--- src/sv/lzd_pkg.sv ---
// ----------------------------------------------------------------------------
// LZ77 match decoder package
// Shared constants and item types of the LZ77 match decoder.
// ----------------------------------------------------------------------------
package lzd_pkg;

   localparam int HISTORY_DEPTH  = 4096;
   localparam int MAX_MATCH      = 64;
   localparam int ADDR_BITS      = $clog2(HISTORY_DEPTH);
   localparam int FILL_BITS      = $clog2(HISTORY_DEPTH + 1);
   localparam int CNT_BITS       = $clog2(MAX_MATCH + 1);

   localparam int LEN_BITS       = 7;
   localparam int DIST_BITS      = 13;
   localparam int SYM_BITS       = 8;

   localparam int RSP_FIFO_DEPTH = 4;
   localparam int RSP_PTR_BITS   = $clog2(RSP_FIFO_DEPTH);
   localparam int RSP_CNT_BITS   = $clog2(RSP_FIFO_DEPTH + 1);

   typedef struct packed {
      logic [LEN_BITS-1:0]  match_length;
      logic [DIST_BITS-1:0] distance;
      logic [SYM_BITS-1:0]  literal;
   } req_type;

   typedef struct packed {
      logic [SYM_BITS-1:0] symbol;
      logic                last;
      logic                error;
   } rsp_type;

endpackage

--- src/sv/lzd_rsp_fifo.sv ---
// ----------------------------------------------------------------------------
// LZ77 match decoder result queue
// Small result queue that decouples symbol generation from the result channel.
// ----------------------------------------------------------------------------
module lzd_rsp_fifo
   import lzd_pkg::*;
(
   input  logic                    clock,
   input  logic                    reset,
   input  logic                    push,
   input  rsp_type                 push_item,
   output logic [RSP_CNT_BITS-1:0] count,
   output logic                    rsp_valid,
   input  logic                    rsp_ready,
   output rsp_type                 rsp_item
);

   rsp_type                 slot_ff [RSP_FIFO_DEPTH];
   logic [RSP_PTR_BITS-1:0] wr_ptr_ff;
   logic [RSP_PTR_BITS-1:0] rd_ptr_ff;
   logic [RSP_CNT_BITS-1:0] count_ff;
   logic [RSP_PTR_BITS-1:0] wr_ptr_in;
   logic [RSP_PTR_BITS-1:0] rd_ptr_in;
   logic [RSP_CNT_BITS-1:0] count_in;
   logic                    pop;

   assign pop       = rsp_valid && rsp_ready;
   assign rsp_valid = (count_ff != '0);
   assign rsp_item  = slot_ff[rd_ptr_ff];
   assign count     = count_ff;

   always_comb begin
      wr_ptr_in = push ? wr_ptr_ff + 1'b1 : wr_ptr_ff;
      rd_ptr_in = pop ? rd_ptr_ff + 1'b1 : rd_ptr_ff;
      count_in  = count_ff;
      if (push && !pop) begin
         count_in = count_ff + 1'b1;
      end else if (pop && !push) begin
         count_in = count_ff - 1'b1;
      end
   end

   always_ff @(posedge clock) begin
      if (reset) begin
         wr_ptr_ff <= '0;
         rd_ptr_ff <= '0;
         count_ff  <= '0;
      end else begin
         wr_ptr_ff <= wr_ptr_in;
         rd_ptr_ff <= rd_ptr_in;
         count_ff  <= count_in;
      end
   end

   always_ff @(posedge clock) begin
      if (push) begin
         slot_ff[wr_ptr_ff] <= push_item;
      end
   end

endmodule
--- config.mk ---
export PLATFORM = sky130hd
export DESIGN_NAME = lzd_rsp_fifo
export DESIGN_NICKNAME = d
export VERILOG_FILES = /design/src/sv/lzd_pkg.sv /design/src/sv/lzd_rsp_fifo.sv
export SDC_FILE = /design/constraint.sdc
export NUM_CORES = 1
export LEC_CHECK = 0
export ABC_AREA = 0
export BUFFER_PORTS_ARGS = -buffer_cell sky130_fd_sc_hd__buf_2
export CAP_MARGIN = 20
export CORE_MARGIN = 1
export CORE_UTILIZATION = 40
export CTS_CLUSTER_DIAMETER = 40
export DETAILED_ROUTE_END_ITERATION = 7
export PLACE_DENSITY = 0.56
export SLEW_MARGIN = 20
export SYNTH_ARGS = -nofsm -noshare
export SYNTH_HDL_FRONTEND = slang
export SYNTH_SLANG_ARGS = --single-unit
--- constraint.sdc ---
create_clock -name clock -period 2.3 [get_ports clock]
set_input_delay 0.23 -clock clock [delete_from_list [all_inputs] [get_ports clock]]
set_output_delay 0.23 -clock clock [all_outputs]
set_load 0.005 [all_outputs]
==> summary.md <==
| Metric | Value |
|---|---|
| Hold_sp | `push_item[0]` |
| WL per Instance | `16.1 um` |
| Routed WL | `2900 um` |
| Layout cell share with drive strength beyond 1 | `0.367` |
| Stages on worst setup path | `7` |
| Vias in the first global route | `912` |
| Worst reg2reg setup slack | `0.15 ns` |
| Clock Path Buffers | `2` |
| Syn_area_per_cell | `20.0 um^2` |
| Worst Path Class, Setup | `register to register` |
| Endpoint class of the critical path | `register` |
| Met2 Use GR | `0.230` |
| Slew @ Worst Pin | `0.529 ns` |
| Final hold violation count | `0` |
| Met3 Usage GRT | `0.0470` |
| Gr ovfl total | `0` |
| CTS tree | `built` |
| Max stage delay on crit path | `0.39 ns` |
| Fin area | `2170 um^2` |
| Residual DRC | `0` |
| Synthesized area | `1900 um^2` |
| # fillers | `392` |
| Critical-path cell list | `o31ai_4 -> ha_2 -> inv_1 -> fa_1 -> xor2_1 -> or3_1 -> a21oi_1` |
| H-tree levels | `2` |
| Worst hold slack | `0.148 ns` |
| Achievable Freq | `465 MHz` |
| Slew Limit Fails | `0` |
| Multi-input gate area | `485 um^2` |
| Worst setup SP type | `register` |
| Syn Nets | `115` |
| Die H | `70.8 um` |
| End point of the critical path | `count[2]$_SDFFE_PP0P_` |
| CTS Buf Count | `5` |
| CP Max Fanout | `6` |
| GRT met1 Usage | `0.138` |
| Number of cell rows | `24` |
| Grt peak-use layer | `met2` |
| Final period util | `0.936` |
| Post-synthesis cell count | `95` |
| GPL Wtd Cong | `0.666` |
| CTS root buf | `clkbuf_8` |
| FF-to-FF End | `count[2]$_SDFFE_PP0P_` |
| Largest net degree at the start of global routing | `15` |
| Die area | `5020 um^2` |
| CP max-delay cell | `dfxtp_1` |
| Vias | `893` |
| Placed cell area | `2080 um^2` |
| Outcome | `completed` |
| Max Cap Viol | `0` |
| Fin Setup TNS | `0 ns` |
| Port bufs | `27` |
| Number of I/O pins | `28` |
| Sequential fraction of the synthesis area | `0.729` |
| Setup violators final | `0` |
| Post-route ant nets | `0` |
| Clk_skew | `0.0101 ns` |
| Core area | `4440 um^2` |
| RSZ-0062 raised after global routing | `false` |
| Crit path launch | `count[1]$_SDFFE_PP0P_` |
| Total clock sinks | `49` |
| Max_slew headroom | `0.647` |
| Fin worst setup slack | `0.148 ns` |
| WP data arrival | `2.38 ns` |
| Number of synthesized register bits | `49` |
| Peak supply drop | `0.000359 V` |
| Vias/cell | `4.96` |
| Reg-to-Reg Start | `count[1]$_SDFFE_PP0P_` |
| Detail Placement HPWL | `1930 um` |
| Initial antenna violation count | `0` |
| Worst skew pair latency | `0.29 ns` |
| Hold Crit Class | `input pin to register` |
| Total GRT Usage | `0.129` |
| Die width | `70.8 um` |
| Starting Density | `0.427` |
| Layout Nets | `147` |
| Initial DRC Count | `63` |
| Min Tclk post-route | `2.15 ns` |
| P_leak | `0.770 nW` |
| Yosys cell types | `19` |
| # Post-CTS Setup Buffers | `0` |
| First-pass GRT wire length | `4580 um` |
| WP data required | `2.52 ns` |
| Hold Buf Count CTS | `0` |
| Final core utilization | `0.488` |
| Syn-to-layout area delta | `14.5%` |
| Register area | `1380 um^2` |
| Crit-path leading delay family | `adder cells` |
| Place WS | `0.166 ns` |
| Ys Warns | `0` |
| Resized cells post-CTS | `0` |
| CTS clk-pin slew, worst paths | `0.09 ns` |
| Antenna diode count | `0` |
| Drt first pass iters | `6` |
| Worst path bufs/invs | `1` |
| R2R depth | `7` |
| PwrDens | `963 nW/um^2` |
==> through the flow <==
step	power [W]	cells
global route	0.00221	180
detailed placement	0.00165	172
floorplan	0.00147	95
global placement	0.00163	172
finish	0.00209	180
CTS	0.00212	180
==> placed cells by master (no fill, tap or decap) <==
cell / netlist / final
fa_1: 1 / 1
dfxtp_1: 9 / 9
mux4_2: 10 / 10
nor2_1: 7 / 7
edfxtp_1: 40 / 40
clkbuf_8: 0 / 5
a21oi_1: 1 / 1
mux2i_1: 2 / 2
o31ai_4: 1 / 1
ha_2: 0 / 1
clkinvlp_4: 0 / 1
clkbuf_1: 1 / 2
or3_1: 2 / 2
inv_1: 3 / 3
buf_4: 0 / 1
xnor2_1: 1 / 1
ha_1: 5 / 4
o311ai_2: 1 / 1
buf_2: 0 / 27
xor2_1: 4 / 4
o21ai_0: 1 / 1
and2_1: 4 / 4
==> state kept, by name, summed over array words and instances, names as in the netlist, named ones only <==
name       cells
count          3
rd_ptr_ff      2
wr_ptr_ff      2
slot_ff       40
==> layout make-up <==
type | count | share of cell area
clock buffer | 7 | 0.0352
clock inverter | 1 | 0.00346
sequential | 49 | 0.637
multi-input combinational | 40 | 0.224
tap | 52 | 0.0300
timing repair buffer | 28 | 0.0657
inverter | 3 | 0.00519
==> cells in the mapped netlist <==
cell type	n	area share
a21oi_1	1	0.0026
and2_1	4	0.013
buf_6	1	0.0059
clkbuf_1	1	0.0020
clkbuf_2	1	0.0026
dfxtp_1	9	0.095
edfxtp_1	40	0.63
fa_1	1	0.011
ha_1	5	0.033
inv_1	3	0.0059
mux2i_1	2	0.011
mux4_2	10	0.12
nor2_1	7	0.014
o21ai_0	1	0.0026
o311ai_2	1	0.0086
o31ai_4	1	0.011
or3_1	2	0.0066
xnor2_1	1	0.0046
xor2_1	4	0.018
==> report_power, final <==
group / leakage [nW] / switching (W) / internal, W / total, W
Sequential: 0.441 / 0.0000756 / 0.00104 / 0.00111
Clock: 0.0385 / 0.000262 / 0.000215 / 0.000477
Combinational: 0.290 / 0.000216 / 0.000281 / 0.000497
==> routing by layer <==
metal,vias to the layer above,wire (um),part of all wire
met4,0,46,0.016
met2,18,1520,0.53
met5,-,0,0
met3,6,119,0.041
met1,442,1210,0.42
li1,427,-,-
==> how the worst min path moves through the flow <==
stage / endpoint / slack, ns / cells after the start
finish: slot_ff[0][0]$_DFFE_PP_ / 0.15 / 1
floorplan: slot_ff[0][0]$_DFFE_PP_ / 0.33 / 0
detailed placement: slot_ff[0][6]$_DFFE_PP_ / 0.45 / 1
global route: slot_ff[0][0]$_DFFE_PP_ / 0.14 / 1
CTS: slot_ff[1][0]$_DFFE_PP_ / 0.14 / 1
global placement: slot_ff[2][6]$_DFFE_PP_ / 0.44 / 1
==> cells by family after synthesis <==
family          Yosys count  synth area share
flops                    49             0.729
simple gates             13            0.0337
mux                      12             0.129
buf+inv                   6            0.0165
fa+ha+maj                 6            0.0436
xor+xnor                  5            0.0231
compound gates            4            0.0251
Note: power is estimated with default switching activity, not from simulation.
